==> config.mk <==
export PLATFORM = sky130hd
export DESIGN_NAME = polyphonic_square_tone_mixer
export DESIGN_NICKNAME = d
export VERILOG_FILES = /design/src/rtl/core/pstm_pkg.sv /design/src/rtl/core/polyphonic_square_tone_mixer.sv
export SDC_FILE = /design/constraint.sdc
export NUM_CORES = 2
export LEC_CHECK = 0
export ABC_CLOCK_PERIOD_IN_PS = 11000
export BUFFER_PORTS_ARGS = -buffer_cell sky130_fd_sc_hd__buf_4
export CORE_ASPECT_RATIO = 0.5
export CORE_UTILIZATION = 26
export DETAILED_ROUTE_END_ITERATION = 8
export RECOVER_POWER = 50
export SKIP_LAST_GASP = 1
export SLEW_MARGIN = 20
export SYNTH_ARGS = -nofsm -noshare
export SYNTH_HDL_FRONTEND = slang
export SYNTH_SLANG_ARGS = --single-unit
==> constraint.sdc <==
create_clock -name clk -period 11 [get_ports clk]
set_input_delay 0 -clock clk [delete_from_list [all_inputs] [get_ports clk]]
set_output_delay 0 -clock clk [all_outputs]
set_load 0.02 [all_outputs]
==> src/rtl/core/pstm_pkg.sv <==
// Package for the polyphonic square tone mixer.
// Holds the item codes, field widths and fixed constants; no dependencies.
package pstm_pkg;

  localparam int OP_W     = 2;
  localparam int NOTE_W   = 7;
  localparam int PERIOD_W = 13;
  localparam int VOL_W    = 7;
  localparam int SAMPLE_W = 16;

  localparam logic [OP_W-1:0] OP_TICK = 2'd0;
  localparam logic [OP_W-1:0] OP_NOTE = 2'd1;
  localparam logic [OP_W-1:0] OP_LOAD = 2'd2;

  localparam logic [SAMPLE_W-1:0] VOICE_STEP = 16'd64;
  localparam logic [VOL_W-1:0]    VOL_RESET  = 7'd63;

endpackage

==> src/rtl/core/polyphonic_square_tone_mixer.sv <==
// Polyphonic square tone mixer top level.
// Voice state lives in two memories with registered reads; depends on pstm_pkg.
//
// A bank of VOICES square-wave voices mixed into one 16-bit sample per tick
// transaction. Note and load transactions each read, then write back, the
// voice entry. A tick holds off the next transaction while the voice memories
// are walked one entry per cycle through their single read port, each phase
// written back in the cycle after its read; then the sum is scaled by volume
// into the output register. A finished sample waits in that register while
// the next transaction is taken; a tick only stalls at its end if the
// previous sample has not been taken. Voice periods must be loaded before
// ticks start. Volume resets to 63 and is written through cfg_we / cfg_wdata;
// the user must write it only while the block is idle; nothing enforces it.
module polyphonic_square_tone_mixer
  import pstm_pkg::*;
#(
  parameter int VOICES      = 128,
  parameter int PERIOD_BITS = 13
) (
  input  logic                       clk,
  input  logic                       rst,
  input  logic                       cfg_we,
  input  logic [VOL_W-1:0]           cfg_wdata,
  input  logic                       item_valid,
  output logic                       item_stall,
  input  logic [OP_W-1:0]            op,
  input  logic [NOTE_W-1:0]          note,
  input  logic                       gate,
  input  logic [PERIOD_W-1:0]        period,
  output logic                       sample_valid,
  input  logic                       sample_stall,
  output logic signed [SAMPLE_W-1:0] sample
);

  localparam int AW = (VOICES > 1) ? $clog2(VOICES) : 1;
  localparam int CW = AW + 1;
  localparam int PB = PERIOD_BITS;
  localparam logic [CW-1:0] CNT_END  = CW'(VOICES);
  localparam logic [8:0]    VOICES_W = 9'(VOICES);

  localparam logic [1:0] S_IDLE  = 2'd0;
  localparam logic [1:0] S_RMW   = 2'd1;
  localparam logic [1:0] S_SWEEP = 2'd2;
  localparam logic [1:0] S_DONE  = 2'd3;

  logic [1:0]          state, state_next;
  logic [VOL_W-1:0]    volume;
  logic [CW-1:0]       cnt, cnt_next;
  logic                p_vld, p_vld_next;
  logic [AW-1:0]       p_addr, p_addr_next;
  logic [SAMPLE_W-1:0] sum, sum_next;
  logic                pend_load;
  logic                pend_gate;
  logic [AW-1:0]       pend_addr;

  logic [PB:0]         st_mem [VOICES];
  logic [PB-1:0]       per_mem [VOICES];
  logic [VOICES-1:0]   st_ok;
  logic [PB:0]         st_rd;
  logic                st_rd_ok;
  logic [PB-1:0]       per_rd;

  logic [AW-1:0]       rd_addr;
  logic                st_we;
  logic [AW-1:0]       st_waddr;
  logic [PB:0]         st_wdata;
  logic                per_we;

  logic                acc;
  logic [8:0]          note_ext;
  logic                note_ok;
  logic [AW-1:0]       n_addr;
  logic [23:0]         period_ext;
  logic [PB-1:0]       per_in;

  logic [PB:0]         st_val;
  logic                en_cur;
  logic [PB-1:0]       ph_cur;
  logic                hit;
  logic [PB:0]         ph_inc;
  logic [PB-1:0]       ph_nx;
  logic                out_free;
  logic [22:0]         prod;

  assign item_stall = (state != S_IDLE);
  assign acc        = item_valid && !item_stall;
  assign note_ext   = 9'(note);
  assign note_ok    = (note_ext < VOICES_W);
  assign n_addr     = note_ext[AW-1:0];
  assign period_ext = 24'(period);
  assign per_in     = period_ext[PB-1:0];

  assign st_val = st_rd_ok ? st_rd : '0;
  assign en_cur = st_val[PB];
  assign ph_cur = st_val[PB-1:0];
  assign hit    = (per_rd != '0) && en_cur && (ph_cur >= (per_rd >> 1));
  assign ph_inc = {1'b0, ph_cur} + (PB+1)'(1);
  assign ph_nx  = ((per_rd == '0) || (ph_inc >= {1'b0, per_rd})) ? '0 : ph_inc[PB-1:0];

  assign out_free = !sample_valid || !sample_stall;
  assign prod     = 23'(sum) * 23'(volume);

  always_comb begin
    state_next  = state;
    cnt_next    = cnt;
    p_vld_next  = 1'b0;
    p_addr_next = p_addr;
    sum_next    = sum;
    rd_addr     = n_addr;
    st_we       = 1'b0;
    st_waddr    = pend_addr;
    st_wdata    = '0;
    per_we      = 1'b0;
    case (state)
      S_IDLE: begin
        if (acc) begin
          if (op == OP_TICK) begin
            state_next = S_SWEEP;
            cnt_next   = '0;
            sum_next   = '0;
          end else if ((op == OP_NOTE || op == OP_LOAD) && note_ok) begin
            state_next = S_RMW;
            per_we     = (op == OP_LOAD);
          end
        end
      end
      S_RMW: begin
        st_we      = 1'b1;
        st_waddr   = pend_addr;
        st_wdata   = pend_load ? {en_cur, {PB{1'b0}}} : {pend_gate, ph_cur};
        state_next = S_IDLE;
      end
      S_SWEEP: begin
        rd_addr = cnt[AW-1:0];
        if (cnt < CNT_END) begin
          cnt_next    = cnt + CW'(1);
          p_vld_next  = 1'b1;
          p_addr_next = cnt[AW-1:0];
        end
        if (p_vld) begin
          st_we    = 1'b1;
          st_waddr = p_addr;
          st_wdata = {en_cur, ph_nx};
          if (hit) begin
            sum_next = sum + VOICE_STEP;
          end
          if (cnt == CNT_END) begin
            state_next = S_DONE;
          end
        end
      end
      S_DONE: begin
        if (out_free) begin
          state_next = S_IDLE;
        end
      end
      default: begin
        state_next = S_IDLE;
      end
    endcase
  end

  always_ff @(posedge clk) begin
    if (st_we) begin
      st_mem[st_waddr] <= st_wdata;
    end
    if (per_we) begin
      per_mem[n_addr] <= per_in;
    end
    st_rd  <= st_mem[rd_addr];
    per_rd <= per_mem[rd_addr];
  end

  always_ff @(posedge clk) begin
    if (rst) begin
      st_ok    <= '0;
      st_rd_ok <= 1'b0;
    end else begin
      st_rd_ok <= st_ok[rd_addr];
      if (st_we) begin
        st_ok[st_waddr] <= 1'b1;
      end
    end
  end

  always_ff @(posedge clk) begin
    if (rst) begin
      state        <= S_IDLE;
      volume       <= VOL_RESET;
      sample_valid <= 1'b0;
      p_vld        <= 1'b0;
      cnt          <= '0;
    end else begin
      state <= state_next;
      p_vld <= p_vld_next;
      cnt   <= cnt_next;
      if (cfg_we) begin
        volume <= cfg_wdata;
      end
      if (state == S_DONE && out_free) begin
        sample_valid <= 1'b1;
      end else if (sample_valid && !sample_stall) begin
        sample_valid <= 1'b0;
      end
    end
  end

  always_ff @(posedge clk) begin
    p_addr <= p_addr_next;
    sum    <= sum_next;
    if (acc) begin
      pend_load <= (op == OP_LOAD);
      pend_gate <= gate;
      pend_addr <= n_addr;
    end
    if (state == S_DONE && out_free) begin
      sample <= signed'(prod[SAMPLE_W-1:0]);
    end
  end

endmodule

======== Yosys cells after proc, flatten, opt, wreduce, memory -nomap -nowiden ========
Memory sizes are Yosys's and may differ from the RTL's. A register that Yosys moved wholly into a read port is not among the register bits.
Index checks and enable logic that the tools add are counted.
word-level totals
  register bits ........................... 196
  output and inout port bits .............. 18
  memories ................................ 2
  memory bits (writable) .................. 3456
  bits of input ports ..................... 35
  word-level logic and storage cells ...... 108
operators by class
  $add $sub $neg .......................... 3
  magnitude comparators ................... 7
  reduce and logical (&&, ||, !) cells .... 25
  bitwise gates (word level) .............. 2
  multiply operators ...................... 1
  equal/unequal tests ..................... 14
  multiplexer cells ....................... 41
memories
  memory   depth  width  read ports  clocked after memory_dff  wr ports  RTL line                            text
  st_mem   128    14     1           1                         1         polyphonic_square_tone_mixer.sv:56  logic [PB:0] st_mem [VOICES];
  per_mem  128    13     1           1                         1         polyphonic_square_tone_mixer.sv:57  logic [PB-1:0] per_mem [VOICES];
operators by type and width
  operator                                                     number
  OR 128 bit                                                   1
  2-to-1 mux 16 bit                                            4
  2-to-1 mux 14 bit                                            3
  case mux 16 bit (2 select lines)                             1
  case mux 14 bit (2 select lines)                             1
  less-than comparator 7 x 8 -> 1 bit (second input constant)  3
  2-to-1 mux 8 bit                                             3
  2-to-1 mux 7 bit                                             3
  adder 16 x 7 -> 16 bit (second input constant)               1
  multiplier 16 x 7 -> 16 bit                                  1
  case mux 8 bit (2 select lines)                              1
  adder 13 x 1 -> 14 bit (second input constant)               1
  greater-or-equal comparator 14 x 13 -> 1 bit                 1
  2-to-1 mux 1 bit                                             14
  != test 2 bit (second input constant)                        7
  greater-or-equal comparator 13 x 12 -> 1 bit                 1
  zero test 13 bit                                             1
  2-to-1 mux 13 bit                                            1
  nonzero test 13 bit                                          1
  2-to-1 mux 2 bit                                             6
  AND reduction 5 bit                                          2
  adder 8 x 1 -> 8 bit (second input constant)                 1
  equality test 8 bit (second input constant)                  1
  less-than comparator 8 bit (second input constant)           1
  17 further kinds                                             33

======== Depth between registers and ports, before layout ========
  depth after elaboration ................. 9
  mapped depth ............................ 19
  gate-level depth less buffers ........... 16

======== Worst setup path before layout ========
No wires, ideal clock.
  path type ............................... flip-flop to flip-flop
  start ................................... register st_rd_ok
  end ..................................... memory st_mem[0][0] in the netlist's numbering, data pin
  period minus slack after synthesis ...... 10004 ps
  required time ........................... 9759 ps
  slack ................................... 996 ps
  stages on the path, launching flop included .. 20
  buffers on the path ..................... 3
  data arrival time ....................... 8763 ps
  library setup time ...................... 1241 ps
  path through ............................ dfxtp_1 -> clkbuf_1 -> clkbuf_1 -> nand2_1 -> inv_1 -> ha_1 -> nand4_1 -> nor2_1 -> and3_1 -> and3_1 -> nand3_1 -> xor2_1 -> ha_1 -> a211oi_1 -> nand2_1 -> a41oi_1 -> o31a_1 -> clkbuf_1 -> nand2_1 -> a21boi_0
between the ends
  cells in the longest elaborated chain, start to end .. 7
RTL lines
  item                                          RTL line                             text
  start, declared                               polyphonic_square_tone_mixer.sv:60   logic st_rd_ok;
  start signal, assigned                        polyphonic_square_tone_mixer.sv:179  st_rd_ok <= st_ok[rd_addr];
  2-to-1 mux 14 bit *                           polyphonic_square_tone_mixer.sv:93   assign st_val = st_rd_ok ? st_rd : '0;
  adder 13 x 1 -> 14 bit                        polyphonic_square_tone_mixer.sv:97   assign ph_inc = {1'b0, ph_cur} + (PB+1)'(1);
  greater-or-equal comparator 14 x 13 -> 1 bit  polyphonic_square_tone_mixer.sv:98   assign ph_nx = ((per_rd == '0) || (ph_inc >= {1'b0, per_rd})) ? '0 : ph_inc[PB-1:0];
  logical OR 1 bit                              polyphonic_square_tone_mixer.sv:98
  2-to-1 mux 13 bit                             polyphonic_square_tone_mixer.sv:98
  2-to-1 mux 14 bit                             polyphonic_square_tone_mixer.sv:140  if (p_vld) begin
  case mux 14 bit (2 select lines) *            polyphonic_square_tone_mixer.sv:114  case (state)
  via st_wdata[0]                               polyphonic_square_tone_mixer.sv:66   logic [PB:0] st_wdata;
  end, declared                                 polyphonic_square_tone_mixer.sv:56
The timed path passes the listed nets; every way through them passes the cells marked *.

======== Worst setup path in the final report ========
  start ................................... register state[0]
  end ..................................... register st_rd[13], read port of st_mem
between the ends
  cells in the longest elaborated chain, start to end .. 2
RTL lines
  item                    RTL line                             text
  start, declared         polyphonic_square_tone_mixer.sv:46   logic [1:0] state, state_next;
  start signal, assigned  polyphonic_square_tone_mixer.sv:194  state <= state_next;
  equality test 2 bit     polyphonic_square_tone_mixer.sv:114
  2-to-1 mux 7 bit        polyphonic_square_tone_mixer.sv:114
  end, declared           polyphonic_square_tone_mixer.sv:59   logic [PB:0] st_rd;
Every way passes these cells.
A chain may end at the register's enable or synchronous reset.

==> results.md <==
- The sort of element at the start of the critical path is a flip-flop.
- The detailed placer's ending HPWL is 217 mm.
- The final period demand of the worst path is 7.91 ns.
- A synthesized cell averages 20.5 um^2.
- The largest net degree at the start of global routing is 144.
- The layout net count is 7439.
- The number of instances in the synthesized netlist is 6952.
- The largest delay contributor family on the critical path is buffers and inverters.
- The clock transition at the register clock pins on the worst setup and hold paths after CTS is 0.07 ns.
- In this run the remaining antenna-violating nets after routing total 0.
- Summed over all cells, the static leakage comes to 47.4 nW.
- The final design utilization is 30.3%.
- The peak fanout along the critical path is 106.
- The transition time of the tightest slew-check pin is 4.72 ns.
- The path category of the worst min-delay check is primary input to flip-flop.
- The number of instances resized during post-cts repair is 0.
- The reported max-cap violation count is 82.
- The final hold violation count was 0.
- For this run, design rule violations remaining after detail routing come to 0.
- STA classifies the critical path endpoint as a flip-flop.
- The non-filler instance count after layout is 14.9k.
- The power density over the cells is 205 nW/um^2.
- The sum of negative setup slack is 0 ns.
- STA puts the critical path data required time at 11.79 ns.
- The die height is 526 um.
- The overall overflow remaining after global route is 0.
- The die covers 551000 um^2.
- The CTS tree is done.
- Summed over all layers, the routed wires come to 375 mm.
- Setup repair after global routing left no endpoint under its margin.
- The die is 1.05 mm wide.
- Summing internal, switching and leakage power gives 33.8 mW.
- Clock tree synthesis found a total of 3667 sinks.
- IR analysis of the VDD net gives a maximum drop of 0.140 mV.
- The flow ran to the end, but the final reports show violations.
- Setup violations remaining at the end of the flow were counted as 0.
- The fraction of layout instances using a drive strength above 1 is 23.5%.
- The max-slew violation count is 2478.
- The number of clock buffers added by TritonCTS is 365.
- After synthesis, the share of flip-flops with an asynchronous set or reset is 0%.
- The maximum clock skew at final layout is 0.0753 ns.
- The sequential cell area fraction in the yosys report is 76.0%.
- Port buffering added 46 buffers.
- Among all flip-flop cells after synthesis, the most frequent one is sky130_fd_sc_hd__edfxtp_1.
- The root buffer cell chosen for the clock tree is sky130_fd_sc_hd__clkbuf_16.
- The core area is 544000 um^2.
- For this block, the initial DRC count from the detailed router was 8408.
- The number of distinct library cells after synthesis is 56.
- The clock passes through at most 4 buffers.
- Dividing the detail-routed wire length by the instance count gives 25.2 um.
- At the later pin of the worst-skew pair, clock insertion delay measures 0.95 ns.
- The number of buffers and inverters on the critical path is 4.
- The mapped cell area is 143000 um^2.
- The number of placed instances, taps included, is 14.1k.
- The final reports fail on max-capacitance violations, max-slew violations.
- The number of H-tree levels is 5.
- Global routing used 13.2% of the available tracks.
- After routing the design area is 165000 um^2.
- Headroom to the max-slew limit came out at -215%.
- After detailed routing, the number of vias per cell comes to 4.79.
- The relative area change from synthesis to final layout is 15.7%.
- The number of global-route vias before repair is 72.2k.
- The filler cell count in the final layout is 52.2k.
- The highest cell delay on the worst timing path is 1.84 ns.
- The critical path start-end classification is flip-flop to flip-flop.
- The slowest library cell on the worst path is sky130_fd_sc_hd__clkbuf_1.
- In this run, post-CTS hold repair placed 57 buffers.
- The placement-stage cell area is 153000 um^2.
- The count of TritonRoute iterations in the first routing pass is 6.
- For this run, the number of Yosys warnings is 0.
- The initial antenna violation count was 19.
- After synthesis the netlist holds a flip-flop and latch count of 3667.
- The maximum frequency from static timing analysis is 0.126 GHz.
- Dividing the final minimum period by the clock period gives 71.9%.
- The critical path data arrival time is 8.70 ns.
- The number of primary I/O pins is 53.
- The final route contains 71.2k vias.
- The wire length of the first global-routing pass is 536 mm.
- The floorplan has 191 rows.
- The number of enable flip-flop cells after synthesis is 3492.
- The global placement routability congestion is 0.834.
- Once the floorplan was initialized, standard cells occupied 26.2% of the core.
- Buffers added to address setup during post-CTS repair amount to 0.
- The signal on the critical path passes through inv_1, ha_1, clkbuf_1, mux2_8, buf_12, buf_12, mux4_2, a22o_1, a221oi_1, o22ai_1, a211oi_1, a211oi_1.
[per-layer routing]
metal / GRT usage, % / part of all wire (%) / vias to the layer above
met1: 17.8 / 41 / 38430
met3: 2.26 / 7.6 / 627
li1: - / - / 29222
met4: 4.49 / 3.4 / 4
met5: 0 / 0.0080 / -
met2: 21.5 / 48 / 2946
[cells in the mapped netlist (all sizes together) (31+ instances only)]
master  number  area, um^2
buf        219        1250
a22oi       79         593
a221oi      32         280
mux4       965       21700
edfxtp    3492      105000
nand3      157         786
a31oi       53         332
a21oi       56         280
a22o        32         280
a211oi      37         278
clkbuf     175         657
ha          50         626
and3        31         194
nand2      416        1560
dfxtp      175        3500
mux2i       65         651
and2        39         244
inv         65         244
nor2       555        2080
[final cells by class]
class / count / area [um^2] / share of cell area (%)
Sequential cell: 3667 / 108000 / 65.7
Multi-Input combinational cell: 2831 / 32600 / 19.8
Clock buffer: 464 / 9810 / 5.95
Tap cell: 7237 / 9050 / 5.49
Timing Repair Buffer: 402 / 2830 / 1.72
Clock inverter: 208 / 2000 / 1.21
Inverter: 65 / 244 / 0.148
Antenna cell: 5 / 12.5 / 0.00759
[registers in the layout (all words and copies together) (netlist names), 2 cells and up]
| register | count |
|---|---|
| state | 2 |
| p_addr | 7 |
| per_mem | 1664 |
| st_ok | 128 |
| st_rd | 14 |
| pend_addr | 7 |
| sum | 10 |
| st_mem | 1792 |
| cnt | 8 |
| sample | 10 |
| per_rd | 13 |
| volume | 7 |
[cell usage in the layout, fill, tap and decap left out, types with 67 or more instances in the layout]
cell type and instances:
sky130_fd_sc_hd__nand3_1 157, sky130_fd_sc_hd__dfxtp_1 175, sky130_fd_sc_hd__edfxtp_1 3492, sky130_fd_sc_hd__clkbuf_16 370, sky130_fd_sc_hd__clkinv_1 67, sky130_fd_sc_hd__clkbuf_1 223
sky130_fd_sc_hd__nand2_1 416, sky130_fd_sc_hd__nor2_1 501, sky130_fd_sc_hd__a22oi_1 79, sky130_fd_sc_hd__mux4_2 965, sky130_fd_sc_hd__buf_4 176, sky130_fd_sc_hd__clkinv_2 70
[worst paths after layout]
check	cells past startpoint	endpoint	slack [ns]	start
setup / recovery	12	st_rd[13]$_DFF_P_	3.09	state[0]$_SDFFE_PP0P_
hold / removal	2	pend_addr[0]$_DFFE_PP_	0.17	note[0]
setup reg to reg	12	st_rd[13]$_DFF_P_	3.09	state[0]$_SDFFE_PP0P_
hold reg to reg	2	st_ok[0]$_SDFFE_PP0P_	0.46	st_ok[0]$_SDFFE_PP0P_
[where the power goes]
part           switching [mW]  total, mW  leakage, nW  internal (mW)
Clock                    5.33       12.4         5.78           7.04
Sequential              0.110       15.5         30.2           15.4
Combinational            3.64       5.95         11.5           2.30
[per-stage QoR]
stage	hold slack, ns	setup slack [ns]
global placement	0.224	4.23
CTS	0.0126	4.11
global route	0.117	2.62
detailed placement	0.228	4.13
finish	0.166	3.09
floorplan	0.0989	0.996
[cell families after synthesis]
| family | share of synthesized area, % |
|---|---|
| AND/OR/NAND/NOR | 3.94 |
| flip-flops | 76.0 |
| AO/OA/AOI/OAI | 1.79 |
| buffers and inverters | 1.51 |
| adder cells (fa/ha/maj) | 0.748 |
| multiplexers | 15.7 |
| XOR/XNOR | 0.240 |
| other | 0.00263 |
[worst register-to-register path, stage by stage, from the launching register on]
cell and delay, ns:
sky130_fd_sc_hd__dfxtp_1 0.33, sky130_fd_sc_hd__inv_1 0.14, sky130_fd_sc_hd__ha_1 0.39, sky130_fd_sc_hd__clkbuf_1 1.84, sky130_fd_sc_hd__mux2_8 0.84, sky130_fd_sc_hd__buf_12 0.52, sky130_fd_sc_hd__buf_12 0.58, sky130_fd_sc_hd__mux4_2 0.67
sky130_fd_sc_hd__a22o_1 0.27, sky130_fd_sc_hd__a221oi_1 0.83, sky130_fd_sc_hd__o22ai_1 0.27, sky130_fd_sc_hd__a211oi_1 0.89, sky130_fd_sc_hd__a211oi_1 0.18
No activity file was read; power rests on OpenSTA's default activity.
